<file path="config.mk">
export PLATFORM = sky130hd
export DESIGN_NAME = tqc_edge_pipe
export DESIGN_NICKNAME = d
export VERILOG_FILES = /design/src/tqc_pkg.sv /design/src/tqc_edge_pipe.sv
export SDC_FILE = /design/constraint.sdc
export NUM_CORES = 2
export LEC_CHECK = 0
export BUFFER_PORTS_ARGS = -buffer_cell sky130_fd_sc_hd__buf_2
export CORE_MARGIN = 2
export CORE_UTILIZATION = 50
export DETAILED_ROUTE_END_ITERATION = 10
export GPL_ROUTABILITY_DRIVEN = 0
export HOLD_SLACK_MARGIN = 0.05
export PLACE_DENSITY = 0.7
export SYNTH_ARGS = -nofsm -noshare
export SYNTH_HDL_FRONTEND = slang
export SYNTH_SLANG_ARGS = --single-unit
export TNS_END_PERCENT = 50
</file>
<file path="constraint.sdc">
create_clock -name aclk -period 7.2 [get_ports aclk]
set_input_delay 0.36 -clock aclk [delete_from_list [all_inputs] [get_ports aclk]]
set_output_delay 0.36 -clock aclk [all_outputs]
set_load 0.03 [all_outputs]
</file>
<file path="src/tqc_pkg.sv">
// Shared constants, types and helper functions for the tiled quad clip generator.
// No dependencies; every other file refers to this package by scoped names.
`timescale 1ns / 1ps

package tqc_pkg;

    localparam int MAX_TILES_PER_AXIS = 256;
    localparam int COORD_FRAC_BITS    = 16;

    localparam int IDX_W      = 8;
    localparam int COORD_W    = 20;
    localparam int SIZE_W     = 19;
    localparam int TEX_W      = 17;
    localparam int SCALE_W    = 24;
    localparam int CFG_DATA_W = 24;
    localparam int CFG_ADDR_W = 3;

    // Tile offset product and the edge range that holds origin plus offset plus size.
    localparam int PROD_W = IDX_W + SIZE_W;
    localparam int EDGE_W = PROD_W + 2;
    // A clipped distance is never negative and stays below 2^(EDGE_W-1).
    localparam int DIST_W    = EDGE_W - 1;
    localparam int DIST_LO_W = DIST_W / 2;
    localparam int DIST_HI_W = DIST_W - DIST_LO_W;
    localparam int PART_W    = DIST_HI_W + SCALE_W;
    localparam int FULL_W    = DIST_W + SCALE_W;
    // A texture shift at or above 2^TEX_W saturates every result the same way.
    localparam int SHIFT_W   = TEX_W + 1;
    localparam int TSUM_W    = SHIFT_W + 2;

    localparam logic [SHIFT_W-1:0] SHIFT_CAP = SHIFT_W'(1) << TEX_W;
    localparam logic signed [TSUM_W-1:0] TEX_ONE = TSUM_W'(1) <<< (TEX_W - 1);
    localparam logic signed [EDGE_W-1:0] COORD_MIN = EDGE_W'(-(2 ** (COORD_W - 1)));
    localparam logic signed [EDGE_W-1:0] COORD_MAX = EDGE_W'((2 ** (COORD_W - 1)) - 1);

    typedef enum logic [CFG_ADDR_W-1:0] {
        CFG_TILE_WIDTH  = 3'd0,
        CFG_TILE_HEIGHT = 3'd1,
        CFG_TEX_LEFT    = 3'd2,
        CFG_TEX_RIGHT   = 3'd3,
        CFG_TEX_TOP     = 3'd4,
        CFG_TEX_BOTTOM  = 3'd5,
        CFG_U_PER_UNIT  = 3'd6,
        CFG_V_PER_UNIT  = 3'd7
    } tqc_cfg_index_t;

    typedef struct packed {
        logic [SIZE_W-1:0]  tile_width;
        logic [SIZE_W-1:0]  tile_height;
        logic [TEX_W-1:0]   tex_left;
        logic [TEX_W-1:0]   tex_right;
        logic [TEX_W-1:0]   tex_top;
        logic [TEX_W-1:0]   tex_bottom;
        logic [SCALE_W-1:0] u_per_unit;
        logic [SCALE_W-1:0] v_per_unit;
    } tqc_cfg_t;

    // Register load enables for the three stages of one pipeline section.
    typedef struct packed {
        logic first;
        logic mid;
        logic last;
    } tqc_load_t;

    typedef struct packed {
        logic signed [COORD_W-1:0] left;
        logic signed [COORD_W-1:0] right;
        logic signed [COORD_W-1:0] top;
        logic signed [COORD_W-1:0] bottom;
    } tqc_edges_t;

    typedef struct packed {
        tqc_edges_t        quad;
        logic [DIST_W-1:0] dist_left;
        logic [DIST_W-1:0] dist_right;
        logic [DIST_W-1:0] dist_top;
        logic [DIST_W-1:0] dist_bottom;
    } tqc_clip_t;

    typedef struct packed {
        tqc_edges_t       quad;
        logic [TEX_W-1:0] u_left;
        logic [TEX_W-1:0] u_right;
        logic [TEX_W-1:0] v_top;
        logic [TEX_W-1:0] v_bottom;
    } tqc_quad_t;

    function automatic logic signed [EDGE_W-1:0] ext_coord(input logic signed [COORD_W-1:0] v);
        return {{(EDGE_W - COORD_W){v[COORD_W-1]}}, v};
    endfunction

    function automatic logic signed [COORD_W-1:0] sat_coord(input logic signed [EDGE_W-1:0] v);
        logic signed [EDGE_W-1:0] r;
        r = v;
        if (v < COORD_MIN) begin
            r = COORD_MIN;
        end else if (v > COORD_MAX) begin
            r = COORD_MAX;
        end
        return r[COORD_W-1:0];
    endfunction

    function automatic logic [TEX_W-1:0] sat_tex(input logic signed [TSUM_W-1:0] v);
        logic signed [TSUM_W-1:0] r;
        r = v;
        if (v < 0) begin
            r = '0;
        end else if (v > TEX_ONE) begin
            r = TEX_ONE;
        end
        return r[TEX_W-1:0];
    endfunction

endpackage

</file>
<file path="src/tqc_edge_pipe.sv">
// Geometry section: tile offset products, tile edges, then scissor clip and rejection.
// Depends on tqc_pkg; stage loads come from the top-level handshake control.
`timescale 1ns / 1ps

module tqc_edge_pipe (
    input  logic                                aclk,
    input  tqc_pkg::tqc_load_t                  load,
    input  tqc_pkg::tqc_cfg_t                   cfg,
    input  logic [tqc_pkg::IDX_W-1:0]           tile_column,
    input  logic [tqc_pkg::IDX_W-1:0]           tile_row,
    input  logic signed [tqc_pkg::COORD_W-1:0]  origin_x,
    input  logic signed [tqc_pkg::COORD_W-1:0]  origin_y,
    input  logic signed [tqc_pkg::COORD_W-1:0]  clip_left,
    input  logic signed [tqc_pkg::COORD_W-1:0]  clip_right,
    input  logic signed [tqc_pkg::COORD_W-1:0]  clip_top,
    input  logic signed [tqc_pkg::COORD_W-1:0]  clip_bottom,
    output tqc_pkg::tqc_clip_t                  clip,
    output logic                                keep
);

    // Stage 1: offsets along each axis.
    logic [tqc_pkg::PROD_W-1:0]          col_prod_reg, row_prod_reg;
    logic [tqc_pkg::PROD_W-1:0]          col_prod_next, row_prod_next;
    logic signed [tqc_pkg::COORD_W-1:0]  ox1_reg, oy1_reg;
    logic signed [tqc_pkg::COORD_W-1:0]  cl1_reg, cr1_reg, ct1_reg, cb1_reg;
    logic                                in_range1_reg, in_range1_next;

    // Stage 2: unclipped tile edges.
    logic signed [tqc_pkg::EDGE_W-1:0]   left2_reg, right2_reg, top2_reg, bottom2_reg;
    logic signed [tqc_pkg::EDGE_W-1:0]   left2_next, right2_next, top2_next, bottom2_next;
    logic signed [tqc_pkg::EDGE_W-1:0]   cl2_reg, cr2_reg, ct2_reg, cb2_reg;
    logic                                in_range2_reg;

    // Stage 3: clipped quad.
    tqc_pkg::tqc_clip_t                  clip3_reg, clip3_next;
    logic                                keep3_reg, keep3_next;

    logic signed [tqc_pkg::EDGE_W-1:0]   col_off, row_off, width_e, height_e;
    logic signed [tqc_pkg::EDGE_W-1:0]   ql, qr, qt, qb;
    logic signed [tqc_pkg::EDGE_W-1:0]   diff_l, diff_r, diff_t, diff_b;
    logic                                cut_l, cut_r, cut_t, cut_b, reject;

    always_comb begin
        col_prod_next  = tqc_pkg::PROD_W'(tile_column) * tqc_pkg::PROD_W'(cfg.tile_width);
        row_prod_next  = tqc_pkg::PROD_W'(tile_row) * tqc_pkg::PROD_W'(cfg.tile_height);
        in_range1_next = (32'(tile_column) < tqc_pkg::MAX_TILES_PER_AXIS) &&
                         (32'(tile_row) < tqc_pkg::MAX_TILES_PER_AXIS);
    end

    always_comb begin
        col_off  = {{(tqc_pkg::EDGE_W - tqc_pkg::PROD_W){1'b0}}, col_prod_reg};
        row_off  = {{(tqc_pkg::EDGE_W - tqc_pkg::PROD_W){1'b0}}, row_prod_reg};
        width_e  = {{(tqc_pkg::EDGE_W - tqc_pkg::SIZE_W){1'b0}}, cfg.tile_width};
        height_e = {{(tqc_pkg::EDGE_W - tqc_pkg::SIZE_W){1'b0}}, cfg.tile_height};
        // Screen y decreases going down, so rows step the top edge downward.
        left2_next   = tqc_pkg::ext_coord(ox1_reg) + col_off;
        right2_next  = left2_next + width_e;
        top2_next    = tqc_pkg::ext_coord(oy1_reg) - row_off;
        bottom2_next = top2_next - height_e;
    end

    always_comb begin
        cut_l = left2_reg < cl2_reg;
        cut_r = right2_reg > cr2_reg;
        cut_t = top2_reg > ct2_reg;
        cut_b = bottom2_reg < cb2_reg;

        ql = cut_l ? cl2_reg : left2_reg;
        qr = cut_r ? cr2_reg : right2_reg;
        qt = cut_t ? ct2_reg : top2_reg;
        qb = cut_b ? cb2_reg : bottom2_reg;

        // Only the right and bottom tests look at the near edge already clipped.
        reject = (cut_l && (right2_reg < cl2_reg)) || (cut_r && (ql > cr2_reg)) ||
                 (cut_t && (bottom2_reg > ct2_reg)) || (cut_b && (qt < cb2_reg));

        diff_l = cl2_reg - left2_reg;
        diff_r = right2_reg - cr2_reg;
        diff_t = top2_reg - ct2_reg;
        diff_b = cb2_reg - bottom2_reg;

        clip3_next.quad.left   = tqc_pkg::sat_coord(ql);
        clip3_next.quad.right  = tqc_pkg::sat_coord(qr);
        clip3_next.quad.top    = tqc_pkg::sat_coord(qt);
        clip3_next.quad.bottom = tqc_pkg::sat_coord(qb);
        clip3_next.dist_left   = cut_l ? diff_l[tqc_pkg::DIST_W-1:0] : '0;
        clip3_next.dist_right  = cut_r ? diff_r[tqc_pkg::DIST_W-1:0] : '0;
        clip3_next.dist_top    = cut_t ? diff_t[tqc_pkg::DIST_W-1:0] : '0;
        clip3_next.dist_bottom = cut_b ? diff_b[tqc_pkg::DIST_W-1:0] : '0;
        keep3_next             = in_range2_reg && !reject;
    end

    always_ff @(posedge aclk) begin
        if (load.first) begin
            col_prod_reg  <= col_prod_next;
            row_prod_reg  <= row_prod_next;
            ox1_reg       <= origin_x;
            oy1_reg       <= origin_y;
            cl1_reg       <= clip_left;
            cr1_reg       <= clip_right;
            ct1_reg       <= clip_top;
            cb1_reg       <= clip_bottom;
            in_range1_reg <= in_range1_next;
        end
        if (load.mid) begin
            left2_reg     <= left2_next;
            right2_reg    <= right2_next;
            top2_reg      <= top2_next;
            bottom2_reg   <= bottom2_next;
            cl2_reg       <= tqc_pkg::ext_coord(cl1_reg);
            cr2_reg       <= tqc_pkg::ext_coord(cr1_reg);
            ct2_reg       <= tqc_pkg::ext_coord(ct1_reg);
            cb2_reg       <= tqc_pkg::ext_coord(cb1_reg);
            in_range2_reg <= in_range1_reg;
        end
        if (load.last) begin
            clip3_reg <= clip3_next;
            keep3_reg <= keep3_next;
        end
    end

    assign clip = clip3_reg;
    assign keep = keep3_reg;

endmodule

</file>
==> Word-level counts from Yosys, hierarchy flattened <==
Index checks and enable logic that the tools add are counted.
{ "totals": {"reg_bits": 563, "input_bits": 294, "output_inout_bits": 193} }
{ "classes": {"add_sub_neg": 8, "multipliers": 2, "n_lt_le_gt_ge": 16, "mux": 8, "reduce_logical": 8} }
{ "op_table": {"columns": ["op", "n"], "rows": [
  ["greater-than comparator 29 x 20 -> 1 bit", 4],
  ["greater-than comparator 29 x 20 -> 1 bit (second input constant)", 4],
  ["< comparator 29 x 20 -> 1 bit", 4],
  ["< comparator 29 x 20 -> 1 bit (second input constant)", 4],
  ["two-way mux 29 bit", 4],
  ["two-way mux 20 bit", 4],
  ["subtractor 20 x 28 -> 28 bit", 2],
  ["subtractor 28 x 20 -> 28 bit", 2],
  ["multiplier 8 x 19 -> 27 bit", 2],
  ["adder 20 x 28 -> 29 bit", 1],
  ["adder 29 x 20 -> 29 bit", 1],
  ["subtractor 20 x 28 -> 29 bit", 1],
  ["subtractor 29 x 20 -> 29 bit", 1],
  ["logical AND 1 bit", 4],
  ["logical OR 1 bit", 3],
  ["logical NOT 1 bit", 1]
]} }

==> Logic depth before layout (Yosys ltp) <==
{ "logic_depth": {"word_depth": 8, "mapped_depth": 26, "mapped_depth_nobuf": 25} }

==> Worst setup path after synthesis <==
No wires, ideal clock.
{ "synth_path": {"path_kind": "input-to-reg", "start": "input port tile_row[7] (netlist name)", "end": "register row_prod_reg[25] (netlist name), data pin", "setup_time_ps": 266, "arrival_ps": 5372, "required_time_ps": 6934, "slack_ps": 1563, "cell_stages": 20, "path_cell_list": "clkbuf_1 > clkbuf_1 > nand2_1 > fa_1 > inv_1 > fa_1 > fa_1 > fa_1 > ha_1 > o21ai_0 > a21boi_0 > nand3_1 > a21oi_1 > o41ai_1 > o2111ai_1 > a31oi_1 > nor2b_1 > o21a_1 > o41ai_1 > xnor2_1"} }
{ "synth_between": {"elab_chain_cells": 1} }
{ "synth_lines": {"columns": ["element", "line_no", "rtl"], "rows": [
  ["from (decl)", "tqc_edge_pipe.sv:10", "input logic [tqc_pkg::IDX_W-1:0] tile_row,"],
  ["multiplier 8 x 19 -> 27 bit", "tqc_edge_pipe.sv:45", "row_prod_next = tqc_pkg::PROD_W'(tile_row) * tqc_pkg::PROD_W'(cfg.tile_height);"],
  ["net row_prod_next (one bit)", "tqc_edge_pipe.sv:23", "logic [tqc_pkg::PROD_W-1:0] col_prod_next, row_prod_next;"],
  ["to (signal assigned)", "tqc_edge_pipe.sv:96", "row_prod_reg <= row_prod_next;"],
  ["to (decl)", "tqc_edge_pipe.sv:22", "logic [tqc_pkg::PROD_W-1:0] col_prod_reg, row_prod_reg;"]
]} }
The timed path passes the listed nets, and every way through them passes these cells.
A chain may end at the register's enable or synchronous reset.

==> Worst setup path in the final report <==
{ "layout_path": {"start": "register cl2_reg[19] (netlist name)", "end": "register keep3_reg (netlist: keep), data pin"} }
{ "layout_between": {"elab_chain_cells": 8, "elab_cells_between_ends": 10, "classes_between": "order compare: 3; mux: 1; reduce/logical: 6"} }
{ "layout_lines": {"columns": ["element", "line_no", "rtl"], "rows": [
  ["< comparator 29 x 20 -> 1 bit", "tqc_edge_pipe.sv:63", "cut_l = left2_reg < cl2_reg;"],
  ["two-way mux 29 bit", "tqc_edge_pipe.sv:68", "ql = cut_l ? cl2_reg : left2_reg;"],
  ["greater-than comparator 29 x 20 -> 1 bit", "tqc_edge_pipe.sv:74", "reject = (cut_l && (right2_reg < cl2_reg)) || (cut_r && (ql > cr2_reg)) ||"],
  ["logical AND 1 bit", "tqc_edge_pipe.sv:74", null],
  ["logical OR 1 bit (*) (2 in series)", "tqc_edge_pipe.sv:74", null],
  ["logical OR 1 bit (*)", "tqc_edge_pipe.sv:75", "(cut_t && (bottom2_reg > ct2_reg)) || (cut_b && (qt < cb2_reg));"],
  ["logical NOT 1 bit (*)", "tqc_edge_pipe.sv:90", "keep3_next = in_range2_reg && !reject;"],
  ["net keep3_next", "tqc_edge_pipe.sv:36", "logic keep3_reg, keep3_next;"],
  ["to (signal assigned)", "tqc_edge_pipe.sv:118", "keep3_reg <= keep3_next;"],
  ["to (decl)", "tqc_edge_pipe.sv:36", null]
]} }
The timed path passes the listed nets; every way through them passes the cells marked *.

==> summary.md <==
| Metric | Value |
|---|---|
| Outcome | `finished, final reports clean` |
| Starting density of the core | `50.35%` |
| M1 WL | `50350 um` |
| Ant. Diodes | `0` |
| Post-synthesis sequential area ratio | `40.32%` |
| TritonCTS Buffers | `55` |
| Number of enable flip-flop cells after synthesis | `563` |
| Most frequent cells in the layout | `563 x edfxtp_1, 473 x inv_1, 472 x ha_1` |
| CTS tree | `yes` |
| Max Slew Vio Count | `0` |
| Drt wl/cell | `19.18 um` |
| Reg2reg start | `cl2_reg[19]` |
| Via density | `between 5 and 6` |
| Fillers | `6981` |
| Uppermost layer routed | `met5` |
| Site Rows | `106` |
| Area of the core | `83290 um^2` |
| Commonest non-fill, non-tap cell in the layout | `edfxtp_1` |
| Tightest Pin Transition | `1266 ps` |
| Die X | `a little under 300 um` |
| Mapped Cells | `around 4000` |
| Crit Reg-Reg Endpoint | `keep` |
| Dpl ws | `~1300 ps` |
| Chip height | `between 200 and 300 um` |
| Final Cycle Share | `81.35%` |
| Max reg flops | `192` |
| Overflow after GRT | `0` |
| Crit start category | `flop` |
| Mapped cell area | `between 40000 and 50000 um^2` |
| Top cells by area, synth | `edfxtp_1 40%, ha_1 14%, fa_1 10%, inv_1 4.2%, nand2_1 3.1%` |
| VDD IR max | `0.2380 mV` |
| Final std cells w/o fill | `5557` |
| Synthesis Warnings | `0` |
| Final worst-path setup slack | `1343 ps` |
| Min-delay worst type | `in2reg` |
| Worst-case clock buffer depth | `3` |
| Routed wire length | `106600 um` |
| Final ANT Viol Nets | `0` |
| Synth cell types | `78` |
| CP Class | `reg2reg` |
| Leading area contributor after synthesis | `edfxtp_1` |
| HPWL after detailed placement | `82900 um` |
| Initial antenna violation count | `9` |
| Clock-pin slew on the worst setup and hold paths | `60 ps` |
| Overall Global Routing Usage | `24.41%` |
| Placed cells | `5337` |
| DR pass1 iterations | `5` |
| Avg Inst Size Synth | `10.58 um^2` |
| DR iter-0 viols | `2313` |
| Setup TNS | `0 ps` |
| # setup viols final | `0` |
| Htree depth | `2` |
| Synth Net Count | `4941` |
| Setup repair after global routing missed its margin | `false` |
| Worst-Skew Late Latency | `slightly above 600 ps` |
| Via Count | `approximately 31000` |
| Clk sink count | `around 560` |
| Boundary Pins | `487` |
| Required time worst endpoint | `7570 ps` |
| Area growth syn-to-layout | `14.67%` |
| Clk root buf | `clkbuf_16` |
| Worst setup path startpoint | `cl2_reg[19]` |
| Asr flop ratio synth | `0%` |
| Post_cts resized | `0` |
| Top-area cell type share of the netlist area | `40.32%` |
| Share of post-route cells with drive strength above 1 | `11.64%` |
| Relative slew slack | `15.04%` |
| Met2 Routed Length | `46810 um` |
| Top_reg_cell synth | `edfxtp_1` |
| Die ar. | `86200 um^2` |
| First-pass GRT wire length | `between 150000 and 200000 um` |
| Worst hold slack | `~210 ps` |
| Skew final | `between 20 and 25 ps` |
| Fin util | `between 50 and 60%` |
| Critical Path AT | `about 6200 ps` |
| Critical path destination | `keep` |
| Nets | `between 5000 and 6000` |
| Setup bufs post-CTS | `0` |
| Fmax | `170.7 MHz` |
| Largest net degree at the start of global routing | `85` |
| Max Cap Viol | `0` |
| Crit-path max FO | `34` |
| DR DRC count | `0` |
| PD cells | `431.3 nW/um^2` |
| R2R setup slack | `between 1000 and 1500 ps` |
| Number of synthesized register bits | `around 560` |
| Critical path capture point type | `flop` |
| Period minus WS final | `5857 ps` |
| Met3 Wirelength | `6347 um` |
| Reg2Reg Depth | `25` |
| Number of global-route vias before repair | `29690` |
| Port bufs | `370` |
| Leakage power | `21.83 nW` |
| Final hold viol count | `0` |
-- metrics by stage --
stage | instance area (um^2) | power (W)
final | 48080 | 0.02074
after global routing | 48080 | 0.02237
after CTS | 48080 | 0.02071
after detailed placement | 44950 | 0.01751
after global placement | 44950 | 0.01729
after floorplan | 41930 | 0.01453
-- synth_stat cells (all sizes together) (12+ instances only) --
cell type / number
xor2: 72
nor3: 73
xnor2: 146
nand3: 41
a21o: 121
a31oi: 45
nand2: 341
o211ai: 21
nand2b: 43
mux2i: 26
o21ai: 143
nor2b: 62
nor2: 261
edfxtp: 563
and3: 14
clkbuf: 79
and2: 149
a211oi: 26
o221a: 19
a21boi: 13
o21bai: 30
o21a: 51
nor4: 12
fa: 212
a21oi: 257
nand4: 48
ha: 472
inv: 473
-- worst min-delay path by stage --
stage | start | endpoint | slack (ps) | cells past startpoint
final | cfg[116] | row_prod_reg[0] | 210 | 2
after global routing | cfg[116] | row_prod_reg[0] | 220 | 2
after CTS | cfg[116] | row_prod_reg[0] | 170 | 2
after detailed placement | cb1_reg[1] | cb2_reg[1] | 400 | 0
after global placement | cb1_reg[15] | cb2_reg[15] | 400 | 0
after floorplan | cb1_reg[0] | cb2_reg[0] | 400 | 0
-- kinds of logic (layout without fill, tap and decap cells) --
group | Yosys count | in the layout | synth area share [%]
compound gates | 818 | 818 | 12.68
xor+xnor | 218 | 218 | 4.607
fa+ha+maj | 684 | 684 | 24.20
buf+inv | 563 | 1077 | 5.070
flops | 563 | 563 | 40.32
mux | 28 | 28 | 0.6743
simple gates | 1089 | 1089 | 12.45
-- critical path, cell delays in order (launching register included) --
cell and delay [ps]:
edfxtp_1 590, inv_1 470, ha_1 350, a21o_1 170
a21o_1 170, a21oi_1 130, nor2b_1 60, o21ai_0 150
nand2b_1 80, a211oi_1 460, a31oi_4 460, buf_4 380
nand2_1 120, nand2_1 100, ha_1 300, nor2b_1 140
o21a_1 120, o21ai_0 70, nand2b_1 80, a21oi_1 70
o211ai_1 200, o211ai_1 160, o2111ai_1 130, a21oi_1 100
or3_1 410, o211a_1 150
-- area by class of cell --
class | count | area (um^2) | area share [%]
multi-input combinational | 2837 | 22940 | 47.70
sequential | 563 | 16910 | 35.16
timing repair buffer | 504 | 3182 | 6.617
inverter | 473 | 1775 | 3.693
clock buffer | 62 | 1403 | 2.917
tap | 1080 | 1351 | 2.810
clock inverter | 38 | 529.3 | 1.101
-- power by group --
part	switching (W)	internal (W)	total, W
Sequential	0.000789	0.00520	0.00599
Combinational	0.00691	0.00474	0.0117
Clock	0.00125	0.00184	0.00309
-- layer usage --
layer  up-vias  GRT usage [%]
li1      14840              -
met1     14710          36.30
met2       925          37.59
met3       163          2.961
met4        12          7.006
met5         -              0
-- what timing repair did --
action	4_1_cts	5_1_grt
setup endpoints to repair	0	0
endpoints found under the hold margin	120	0
hold buffers	120	0
(Power assumes the default switching activity.)
