<file path="src/tqc_pkg.sv">
// Shared constants, types and helper functions for the tiled quad clip generator.
// No dependencies; every other file refers to this package by scoped names.
`timescale 1ns / 1ps

package tqc_pkg;

    localparam int MAX_TILES_PER_AXIS = 256;
    localparam int COORD_FRAC_BITS    = 16;

    localparam int IDX_W      = 8;
    localparam int COORD_W    = 20;
    localparam int SIZE_W     = 19;
    localparam int TEX_W      = 17;
    localparam int SCALE_W    = 24;
    localparam int CFG_DATA_W = 24;
    localparam int CFG_ADDR_W = 3;

    // Tile offset product and the edge range that holds origin plus offset plus size.
    localparam int PROD_W = IDX_W + SIZE_W;
    localparam int EDGE_W = PROD_W + 2;
    // A clipped distance is never negative and stays below 2^(EDGE_W-1).
    localparam int DIST_W    = EDGE_W - 1;
    localparam int DIST_LO_W = DIST_W / 2;
    localparam int DIST_HI_W = DIST_W - DIST_LO_W;
    localparam int PART_W    = DIST_HI_W + SCALE_W;
    localparam int FULL_W    = DIST_W + SCALE_W;
    // A texture shift at or above 2^TEX_W saturates every result the same way.
    localparam int SHIFT_W   = TEX_W + 1;
    localparam int TSUM_W    = SHIFT_W + 2;

    localparam logic [SHIFT_W-1:0] SHIFT_CAP = SHIFT_W'(1) << TEX_W;
    localparam logic signed [TSUM_W-1:0] TEX_ONE = TSUM_W'(1) <<< (TEX_W - 1);
    localparam logic signed [EDGE_W-1:0] COORD_MIN = EDGE_W'(-(2 ** (COORD_W - 1)));
    localparam logic signed [EDGE_W-1:0] COORD_MAX = EDGE_W'((2 ** (COORD_W - 1)) - 1);

    typedef enum logic [CFG_ADDR_W-1:0] {
        CFG_TILE_WIDTH  = 3'd0,
        CFG_TILE_HEIGHT = 3'd1,
        CFG_TEX_LEFT    = 3'd2,
        CFG_TEX_RIGHT   = 3'd3,
        CFG_TEX_TOP     = 3'd4,
        CFG_TEX_BOTTOM  = 3'd5,
        CFG_U_PER_UNIT  = 3'd6,
        CFG_V_PER_UNIT  = 3'd7
    } tqc_cfg_index_t;

    typedef struct packed {
        logic [SIZE_W-1:0]  tile_width;
        logic [SIZE_W-1:0]  tile_height;
        logic [TEX_W-1:0]   tex_left;
        logic [TEX_W-1:0]   tex_right;
        logic [TEX_W-1:0]   tex_top;
        logic [TEX_W-1:0]   tex_bottom;
        logic [SCALE_W-1:0] u_per_unit;
        logic [SCALE_W-1:0] v_per_unit;
    } tqc_cfg_t;

    // Register load enables for the three stages of one pipeline section.
    typedef struct packed {
        logic first;
        logic mid;
        logic last;
    } tqc_load_t;

    typedef struct packed {
        logic signed [COORD_W-1:0] left;
        logic signed [COORD_W-1:0] right;
        logic signed [COORD_W-1:0] top;
        logic signed [COORD_W-1:0] bottom;
    } tqc_edges_t;

    typedef struct packed {
        tqc_edges_t        quad;
        logic [DIST_W-1:0] dist_left;
        logic [DIST_W-1:0] dist_right;
        logic [DIST_W-1:0] dist_top;
        logic [DIST_W-1:0] dist_bottom;
    } tqc_clip_t;

    typedef struct packed {
        tqc_edges_t       quad;
        logic [TEX_W-1:0] u_left;
        logic [TEX_W-1:0] u_right;
        logic [TEX_W-1:0] v_top;
        logic [TEX_W-1:0] v_bottom;
    } tqc_quad_t;

    function automatic logic signed [EDGE_W-1:0] ext_coord(input logic signed [COORD_W-1:0] v);
        return {{(EDGE_W - COORD_W){v[COORD_W-1]}}, v};
    endfunction

    function automatic logic signed [COORD_W-1:0] sat_coord(input logic signed [EDGE_W-1:0] v);
        logic signed [EDGE_W-1:0] r;
        r = v;
        if (v < COORD_MIN) begin
            r = COORD_MIN;
        end else if (v > COORD_MAX) begin
            r = COORD_MAX;
        end
        return r[COORD_W-1:0];
    endfunction

    function automatic logic [TEX_W-1:0] sat_tex(input logic signed [TSUM_W-1:0] v);
        logic signed [TSUM_W-1:0] r;
        r = v;
        if (v < 0) begin
            r = '0;
        end else if (v > TEX_ONE) begin
            r = TEX_ONE;
        end
        return r[TEX_W-1:0];
    endfunction

endpackage

</file>
<file path="src/tqc_cfg_regs.sv">
// Configuration register file: tile size, texture edges and texture scale.
// Depends on tqc_pkg for the register layout and index codes.
`timescale 1ns / 1ps

module tqc_cfg_regs (
    input  logic                                aclk,
    input  logic                                aresetn,
    input  logic                                cfg_we,
    input  logic [tqc_pkg::CFG_ADDR_W-1:0]      cfg_addr,
    input  logic [tqc_pkg::CFG_DATA_W-1:0]      cfg_wdata,
    output tqc_pkg::tqc_cfg_t                   cfg
);

    tqc_pkg::tqc_cfg_t cfg_reg;
    tqc_pkg::tqc_cfg_t cfg_next;

    always_comb begin
        cfg_next = cfg_reg;
        if (cfg_we) begin
            unique case (tqc_pkg::tqc_cfg_index_t'(cfg_addr))
                tqc_pkg::CFG_TILE_WIDTH:  cfg_next.tile_width  = cfg_wdata[tqc_pkg::SIZE_W-1:0];
                tqc_pkg::CFG_TILE_HEIGHT: cfg_next.tile_height = cfg_wdata[tqc_pkg::SIZE_W-1:0];
                tqc_pkg::CFG_TEX_LEFT:    cfg_next.tex_left    = cfg_wdata[tqc_pkg::TEX_W-1:0];
                tqc_pkg::CFG_TEX_RIGHT:   cfg_next.tex_right   = cfg_wdata[tqc_pkg::TEX_W-1:0];
                tqc_pkg::CFG_TEX_TOP:     cfg_next.tex_top     = cfg_wdata[tqc_pkg::TEX_W-1:0];
                tqc_pkg::CFG_TEX_BOTTOM:  cfg_next.tex_bottom  = cfg_wdata[tqc_pkg::TEX_W-1:0];
                tqc_pkg::CFG_U_PER_UNIT:  cfg_next.u_per_unit  = cfg_wdata[tqc_pkg::SCALE_W-1:0];
                tqc_pkg::CFG_V_PER_UNIT:  cfg_next.v_per_unit  = cfg_wdata[tqc_pkg::SCALE_W-1:0];
            endcase
        end
    end

    always_ff @(posedge aclk) begin
        if (!aresetn) begin
            cfg_reg.tile_width  <= tqc_pkg::SIZE_W'(65536);
            cfg_reg.tile_height <= tqc_pkg::SIZE_W'(65536);
            cfg_reg.tex_left    <= '0;
            cfg_reg.tex_right   <= tqc_pkg::TEX_W'(65536);
            cfg_reg.tex_top     <= '0;
            cfg_reg.tex_bottom  <= tqc_pkg::TEX_W'(65536);
            cfg_reg.u_per_unit  <= tqc_pkg::SCALE_W'(65536);
            cfg_reg.v_per_unit  <= tqc_pkg::SCALE_W'(65536);
        end else begin
            cfg_reg <= cfg_next;
        end
    end

    assign cfg = cfg_reg;

endmodule

</file>
<file path="config.mk">
export PLATFORM = sky130hd
export DESIGN_NAME = tqc_cfg_regs
export DESIGN_NICKNAME = d
export VERILOG_FILES = /design/src/tqc_pkg.sv /design/src/tqc_cfg_regs.sv
export SDC_FILE = /design/constraint.sdc
export NUM_CORES = 1
export LEC_CHECK = 0
export BUFFER_PORTS_ARGS = -buffer_cell sky130_fd_sc_hd__clkbuf_2
export CAP_MARGIN = 10
export CORE_MARGIN = 2
export CORE_UTILIZATION = 35
export CTS_CLUSTER_DIAMETER = 30
export CTS_CLUSTER_SIZE = 40
export DETAILED_ROUTE_END_ITERATION = 10
export SYNTH_ARGS = -nofsm -noshare
export SYNTH_HDL_FRONTEND = slang
export SYNTH_SLANG_ARGS = --single-unit
export TNS_END_PERCENT = 30
</file>
<file path="constraint.sdc">
create_clock -name aclk -period 1.1 [get_ports aclk]
set_input_delay 0 -clock aclk [delete_from_list [all_inputs] [get_ports aclk]]
set_output_delay 0 -clock aclk [all_outputs]
set_load 0.01 [all_outputs]
</file>
# [Word-level counts from Yosys, hierarchy flattened]
# Cells that the tools add are included.
[word_totals] reg_bits=154 latchBits=0 mem_bits_rw=0 mem_bits_ro=0 input_bits=30 out_inout_bits=154 wordCells=24 mem_count=0
[op_classes] add_sub_neg=0 multipliers=0 div=0 magnitude_cmp=0 n_eq_ne=7 n_shift=0 mux=0 n_bitwise=0 reduce_logical=9
[op_table] op="$reduce_and A2 Y1" count=8
[op_table] op="$eq A3 B3 Y1 const B" count=4
[op_table] op="$eq A3 B2 Y1 const B" count=2
[op_table] op="$eq A3 B1 Y1 const B" count=1
[op_table] op="$logic_not A3 Y1" count=1

# [Logic depth before layout (Yosys ltp)]
# Gate-level depths: netlist of run 1.
[logic_depth] depth_word=2 ltp_mapped=5

# [Least setup slack after synthesis of run 1]
# Ideal clock, no wire load.
[synth_path] path_type="input port to flip-flop" startpoint="input cfg_addr[0] in the netlist's numbering" endpoint="register cfg_reg (netlist bit cfg[151])" setup_ps=132 arrival_time_ps=947 slack_ps=21 path_stages=4 cell_sequence="or4b_1 -> buf_6 -> buf_6 -> mux2i_1"
[synth_between] elab_chain_len=2
[synth_rtl] item="start, declared" line_no="tqc_cfg_regs.sv:9" text="input logic [tqc_pkg::CFG_ADDR_W-1:0] cfg_addr,"
[synth_rtl] item="$logic_not A3 Y1" line_no="tqc_cfg_regs.sv:20" text="unique case (tqc_pkg::tqc_cfg_index_t'(cfg_addr))"
[synth_rtl] item="$reduce_and A2 Y1 (no source line)"
[synth_rtl] item="end signal, assigned" line_no="tqc_cfg_regs.sv:44" text="cfg_reg <= cfg_next;"
[synth_rtl] item="end, declared" line_no="tqc_cfg_regs.sv:14" text="tqc_pkg::tqc_cfg_t cfg_reg;"
# Every way passes these cells.
# A chain may end at the register's enable or synchronous reset.

# [Final worst setup path of run 1]
[layout_path] startpoint="register cfg_reg (netlist bit cfg[96])" endpoint="output cfg[96] in the netlist's numbering"
[layout_rtl] item="end, declared" line_no="tqc_cfg_regs.sv:11" text="output tqc_pkg::tqc_cfg_t cfg"
# No word-level cell between the ends.

==> flow_summary.ini, run 1 <==
[status]
status = finished, final reports clean

[floorplan]
die_h_um = 130
io_pins = 184
placement_rows = 46
core_area_mm2 = 0.0157
die_area_mm2 = 0.0169
fp.dieW_um = 130
floorplan.initialDensity = 0.354

[critical_path]
critPathBufInv = 1
crit_fanout = 2
critical_path.max_stage_delay_ns = 0.37
endpoint_kind = output pin
worst-setup-path-type = register to output pin
crit_chain = clkbuf_2
cp.required_ns = 1.10
slowest_stage = dfxtp_1
worst_ep_arrival_time_ns = 0.93
worstSetupStartpointType = register
critPathTopFamily = flip-flops

[clock_network]
cts_resized = 0
clk_pin_slew_worst_paths_ns = 0.06
cts_buffer_depth = 2
cts_setup_buffers = 0
cts_buffers = 17
clock_sinks = 154
root_buffer = clkbuf_16
htreeDepth = 4
clk_latency_ns = 0.42
cts_tree = done
ctsHoldBuffers = 9

[logic_synthesis]
syn-num-nets = 562
synthTopCellsByCount = nand2_1, dfxtp_1, mux2i_1
yosys-mux-area-fraction = 0.277
synth_cell_type_count = 13
synth_area_leaders = dfxtp_1, mux2i_1, nand2_1
synth_top_family_by_area = multiplexers
yosysTopAreaCell = dfxtp_1
ys_ff_latch = 154
synth_cells = 532
synth-simple-area-share = 0.138
synth_fa_ha_area_frac = 0
synth_top_cell_area_share = 0.554
syn_area_mm2 = 0.00557
ys_seq_area_frac = 0.554
syn_area_per_cell_um2 = 10.5
synth-main-ff-cell = dfxtp_1
yosysWarnings = 0
synthArstFlopShare = 0
synth-xor-area-share = 0
synth_edf_count = 0
synth-compound-area-share = 0
synth_most_common_cell = nand2_1

[timing]
whs_ns = 0.0631
finalSetupViolCount = 0
setup_slack_ns = 0.165
fmax_ghz = 1.07
max_slew_margin = 0.694
period_share = 0.850
fin_tns_setup_ns = 0
worst_pin_slew_ns = 0.457
finalHoldViolations = 0
fin_skew_ns = 0
period_minus_slack_ns = 0.935
rsz0062_at_grt = false
slew_violations = 0

[finish]
num-fill-cells = 1481
stdcell_count = 957
largest_register_ff_count = 154
multi_input_area_mm2 = 0.00231
area_growth_pct = 35.5
finalInstanceArea_mm2 = 0.00754
drive_gt1_frac = 0.317
nNetsFinal = 758
final_util = 0.480
ff_latch_area_mm2 = 0.00308
antenna_cells = 0

[power_and_ir_drop]
p_leak_nw = 4.04
ir_drop_v = 0.00109
powerDensity_mw_per_mm2 = 1640
power_mw = 12.4

[place]
port_buffers = 183
placed_cell_area_mm2 = 0.00687
pre_cts_ws_ns = -0.0524
place.gp.congestion = 0.787
dp_hpwl_um = 10600
dpl.cell_count = 916

[drt]
dr.pass1.iters = 4
vias = 4418
wirelength_um = 15000
wl_per_cell_um = 15.6
drc = 0
drtAntennaViolNets = 0
drt_iter0_markers = 150
avgViaCountPerCell = 4.62

[global_routing]
overflow = 0
antenna_found_initial = 0
track_usage = 0.177
grt_pass1_vias = 4213
grt_pass1_wl_um = 22500
grt_max_degree = 63

[job]
maxCapViolCount = 0

[hold_path]
hold_path_class = primary input to register
==> report_power, final <==
part | internal, mW | switching (mW)
Sequential | 5.70 | 0.0688
Combinational | 0.341 | 0.482
Clock | 3.46 | 2.30
==> worst register-to-register path, stage by stage, from the launching register on <==
cell and delay [ns]:
dfxtp_1 0.33, nand2_1 0.06, mux2i_1 0.17
==> logic make-up after synthesis <==
logic type	Yosys count
buf+inv	37
mux	154
flops	154
simple gates	187
==> path summary, 6_finish.rpt <==
check	from	end	slack, ns	cells past startpoint
worst max-delay path	cfg[96]	cfg[96]	0.17	1
worst min-delay path	aresetn	cfg[134]	0.06	4
worst max register to register	cfg[99]	cfg[99]	0.46	2
worst min register to register	cfg[55]	cfg[55]	0.46	2
==> area by class of cell <==
| cell class | count | share of cell area |
|---|---|---|
| clock buffers | 22 | 0.0616 |
| clock inverters | 10 | 0.0154 |
| multi-input cells | 341 | 0.306 |
| repair buffers | 214 | 0.172 |
| well taps | 216 | 0.0358 |
| flip-flops and latches | 154 | 0.409 |
==> per-layer routing <==
layer | vias up | part of all wire | GRT usage
met5 | - | 0 | 0
met2 | 144 | 0.46 | 0.274
met1 | 2096 | 0.45 | 0.227
li1 | 2160 | - | -
met4 | 0 | 0.016 | 0.0639
met3 | 18 | 0.077 | 0.0636
==> cell usage in the layout (no fill, tap or decap), types with 3 or more instances in the layout <==
cell / instances
buf_12: 10
buf_4: 13
dfxtp_1: 154
mux2i_1: 154
clkinvlp_4: 5
nand4b_1: 3
dlygate4sd3_1: 9
nor2b_1: 7
nand2_1: 172
clkbuf_1: 3
clkbuf_2: 182
clkbuf_16: 17
(Power assumes the default switching activity.)
==> run 2: changes to the inputs <==
Settings changed: ABC_AREA set to 1.
Clock period 1.1 ns to 1 ns, I/O delays scaled along.
==> flow_summary.ini, run 2 <==
[job]
maxCapViolCount = 0

[power_and_ir_drop]
intPower_mw = 10.6
power_mw = 14.3
switchingPower_mw = 3.71
p_leak_nw = 3.92
powerDensity_mw_per_mm2 = 1730
comb_power_share = 0.118
ir_drop_v = 0.00117
swShare = 0.260
p_clk_frac = 0.428
seqPwrFrac = 0.454

[floorplan]
fp.dieW_um = 135
io_pins = 184
die_h_um = 135
floorplan.initialDensity = 0.354
die_area_mm2 = 0.0183
core_area_mm2 = 0.0171
placement_rows = 48

[drt]
avgViaCountPerCell = 4.66
dr.max_layer_used = met4
wirelength_um = 19700
wirelength_met1_um = 8950
wl_per_cell_um = 15.0
vias = 6108
dr.pass1.iters = 5
dr_wl_met3_um = 1340
drtAntennaViolNets = 0
drt_iter0_markers = 429
drc = 0
met2RoutedLength_um = 8880

[critical_path]
worst-setup-path-type = register to output pin
endpoint_kind = output pin
worstSetupStartpointType = register
critPathTopFamily = flip-flops
critical_path.max_stage_delay_ns = 0.37
r2r_slack_ns = 0.39
reg2reg_depth = 2
rr_startpoint = cfg[144]
crit_fanout = 2
worst_ep_arrival_time_ns = 0.94
critPathBufInv = 1
r2r_end = cfg[144]
crit_chain = clkbuf_2
cp.required_ns = 1.00
slowest_stage = dfxtp_1

[logic_synthesis]
yosysTopAreaCell = dfxtp_1
syn_area_per_cell_um2 = 6.95
synth-main-ff-cell = dfxtp_1
syn-num-nets = 898
synth_area_leaders = dfxtp_1, nor2_1, nand2_1
synthTopCellsByCount = nor2_1, nand2_1, dfxtp_1
synthArstFlopShare = 0
synth_edf_count = 0
yosysWarnings = 0
synth_cells = 868
ys_seq_area_frac = 0.511
synth_most_common_cell = nor2_1
ys_ff_latch = 154
synth_cell_type_count = 14
syn_area_mm2 = 0.00603
synth_top_cell_area_share = 0.511

[timing]
rsz0062_at_grt = false
finalHoldViolations = 0
worst_pin_slew_ns = 0.455
max_slew_margin = 0.696
fin_skew_ns = 0
finalSetupViolCount = 0
period_minus_slack_ns = 0.939
slew_violations = 0
fin_tns_setup_ns = 0
fmax_ghz = 1.06
whs_ns = 0.0582
period_share = 0.939

[status]
status = finished, final reports clean

[clock_network]
cts_setup_buffers = 0
cts_buffers = 17
cts_buffer_depth = 2
root_buffer = clkbuf_16
htreeDepth = 4
cts_resized = 0
cts_tree = done
clk_latency_ns = 0.41
clk_pin_slew_worst_paths_ns = 0.06
ctsHoldBuffers = 9
clock_sinks = 154

[finish]
final_util = 0.485
nNetsFinal = 1104
area_growth_pct = 37.0
final_common_cell = nor2_1
num-fill-cells = 1776
antenna_cells = 0
final_cell_mix = nor2_1, nand2_1, clkbuf_2
largest_register_ff_count = 154
stdcell_count = 1312
drive_gt1_frac = 0.256

[place]
dpl.cell_count = 1271
port_buffers = 183
dp_hpwl_um = 13400
place.gp.congestion = 0.772

[global_routing]
grt_max_degree = 48
track_usage = 0.218
grt_pass1_vias = 5312
overflow = 0
antenna_found_initial = 0
grt_pass1_wl_um = 29900

[hold_path]
min_to = cfg[6]
hold_path_class = primary input to register
hold_depth = 6
hp-start = cfg_wdata[6]
run 2: worst min-delay path, delay by kind of cell:
kind | cells | cell delay [ns]
AND/OR/NAND/NOR | 3 | 0.14
buffers and inverters | 3 | 0.29
run 2: per-layer routing:
metal,GRT usage,vias up
met3,0.0524,32
met5,0,-
li1,-,3097
met1,0.298,2753
met2,0.329,226
met4,0.0909,0
run 2: cells by family after synthesis:
logic type,after synthesis,share of synthesized area
simple gates,626,0.422
buf+inv,84,0.0639
compound gates,4,0.00332
flops,154,0.511
run 2: how the worst max path moves through the flow:
stage,startpoint,endpoint,cells after the start
3_3_place_gp,cfg_addr[1],cfg[15],7
2_1_floorplan,cfg_addr[0],cfg[151],5
5_1_grt,cfg[26],cfg[26],1
6_report,cfg[129],cfg[129],1
4_1_cts,cfg[57],cfg[57],1
3_5_place_dp,cfg_addr[1],cfg[21],7
run 2: power groups by stage:
stage / logic, mW / registers, mW / clock network [mW]
2_1_floorplan: 0.781 / 6.69 / 0
4_1_cts: 1.69 / 6.47 / 6.23
3_5_place_dp: 1.66 / 6.61 / 0
6_report: 1.68 / 6.47 / 6.11
3_3_place_gp: 1.65 / 6.61 / 0
5_1_grt: 1.86 / 6.49 / 6.54
run 2: final cells by class:
type	count	area [µm²]	area share
Timing Repair Buffer	241	1640	0.198
Tap cell	225	282	0.0341
Multi-Input combinational cell	630	2590	0.314
Sequential cell	154	3080	0.373
Clock buffer	21	460	0.0557
Inverter	30	113	0.0136
Clock inverter	11	97.6	0.0118
run 2: metrics by stage:
step | cell area (µm²) | setup WS [ns]
floorplan | 6030 | 0.148
global placement | 7620 | 0.0123
detailed placement | 7620 | -0.0153
CTS | 8270 | 0.0444
global route | 8270 | 0.0199
finish | 8270 | 0.0609
==> run 3: changes to the inputs <==
--- a/config.mk
+++ b/config.mk
@@ -10,3 +10,3 @@
 export CAP_MARGIN = 10
-export CORE_MARGIN = 2
+export CORE_MARGIN = 3
 export CORE_UTILIZATION = 35
==> constraint.sdc (replaced) <==
create_clock -name aclk -period 1 [get_ports aclk]
set_input_delay 0.05 -clock aclk [delete_from_list [all_inputs] [get_ports aclk]]
set_output_delay 0.05 -clock aclk [all_outputs]
set_load 0.01 [all_outputs]
==> flow_summary.ini, run 3 (synthesis gave the netlist of run 2 again) <==
[status]
status = finished, final reports clean

[place]
dpl.cell_count = 1265
dp_hpwl_um = 13700
placed_cell_area_mm2 = 0.00763
place.gp.congestion = 0.770
port_buffers = 183

[drt]
met2RoutedLength_um = 9290
wirelength_met1_um = 8900
drt_iter0_markers = 428
dr_wl_met3_um = 1340
wl_per_cell_um = 15.3
avgViaCountPerCell = 4.68
dr.max_layer_used = met4
vias = 6093
drtAntennaViolNets = 0
drc = 0
dr.pass1.iters = 5
wirelength_um = 19900

[timing]
whs_ns = 0.0308
worst_pin_slew_ns = 0.458
fin_tns_setup_ns = 0
fmax_ghz = 1.02
period_minus_slack_ns = 0.976
fin_skew_ns = 0
finalHoldViolations = 0
finalSetupViolCount = 0
slew_violations = 0
period_share = 0.976
rsz0062_at_grt = true
max_slew_margin = 0.694

[finish]
final_common_cell = nor2_1
area_growth_pct = 39.1
stdcell_count = 1303
final_cell_mix = nor2_1, nand2_1, clkbuf_2
drive_gt1_frac = 0.292
nNetsFinal = 1100
largest_register_ff_count = 154
finalInstanceArea_mm2 = 0.00840
antenna_cells = 0

[clock_network]
root_buffer = clkbuf_16
cts_tree = done
clk_pin_slew_worst_paths_ns = 0.06
htreeDepth = 4
cts_buffers = 17
clk_latency_ns = 0.42
cts_buffer_depth = 2
clock_sinks = 154

[floorplan]
fp.dieW_um = 137
die_h_um = 137
die_area_mm2 = 0.0189
floorplan.initialDensity = 0.361
placement_rows = 47
core_area_mm2 = 0.0167
io_pins = 184

[power_and_ir_drop]
powerDensity_mw_per_mm2 = 1820
p_leak_nw = 3.99
ir_drop_v = 0.00121

[global_routing]
grt_pass1_vias = 5362
grt_max_degree = 60
grt_pass1_wl_um = 30000
track_usage = 0.210
overflow = 0
antenna_found_initial = 0

[critical_path]
critPathBufInv = 1
cp.required_ns = 0.95
crit_chain = buf_2
worst_ep_arrival_time_ns = 0.93
slowest_stage = dfxtp_1
r2r_slack_ns = 0.39
critPathTopFamily = flip-flops
worst-setup-path-type = register to output pin
reg2reg_depth = 2
worstSetupStartpointType = register
endpoint_kind = output pin
r2r_end = cfg[137]
rr_startpoint = cfg[137]
crit_fanout = 2
critical_path.max_stage_delay_ns = 0.35

[job]
maxCapViolCount = 0

[hold_path]
hold_path_class = primary input to register
hp-start = cfg_wdata[18]
min_to = cfg[18]
hold_depth = 5
==> run 3: layout make-up <==
class	count	area, µm²
inverter	30	113
tap	220	275
sequential	154	3130
multi-input combinational	630	2590
clock inverter	11	193
clock buffer	21	460
fill	1727	8310
timing repair buffer	237	1630
==> run 3: worst min-delay path, stage by stage <==
cell	delay [ns]
clkbuf_2	0.08
inv_1	0.09
nand2_1	0.08
nand2_1	0.04
nor2_1	0.07
==> run 3: where the power goes <==
part,internal [mW],switching [mW]
Sequential,6.36,0.124
Combinational,0.655,1.01
Clock,4.56,2.55
==> run 3: how the worst max path moves through the flow <==
stage | end | start | cells after the start
finish | cfg[130] | cfg[130] | 1
floorplan | cfg[151] | cfg_addr[0] | 5
global placement | cfg[0] | cfg_addr[0] | 7
CTS | cfg[81] | cfg[81] | 1
detailed placement | cfg[2] | cfg_addr[0] | 7
global route | cfg[134] | cfg[134] | 1
==> run 3: stage by stage <==
| step | power [mW] | setup slack [ns] | util |
|---|---|---|---|
| floorplan | 7.47 | 0.0979 | - |
| global placement | 8.25 | -0.0145 | 0.457 |
| detailed placement | 8.27 | -0.0396 | 0.457 |
| CTS | 15.4 | 0.000920 | 0.500 |
| global route | 15.9 | -0.0135 | 0.503 |
| finish | 15.3 | 0.0238 | 0.503 |
==> run 3: routing by layer <==
layer | vias up | track usage
met3 | 29 | 0.0562
met1 | 2737 | 0.283
met5 | - | 0
li1 | 3100 | -
met4 | 0 | 0.0687
met2 | 227 | 0.328
==> run 3: repair_timing <==
item | 4_1_cts | 5_1_grt
endpoints found under the hold margin | 16 | 0
cloned | 0 | 0
hold buffers | 6 | 0
setup buffers | 0 | 0
endpoints found under the setup margin | 4 | 44
resized for setup | 4 | 49
pin swaps | 0 | 0
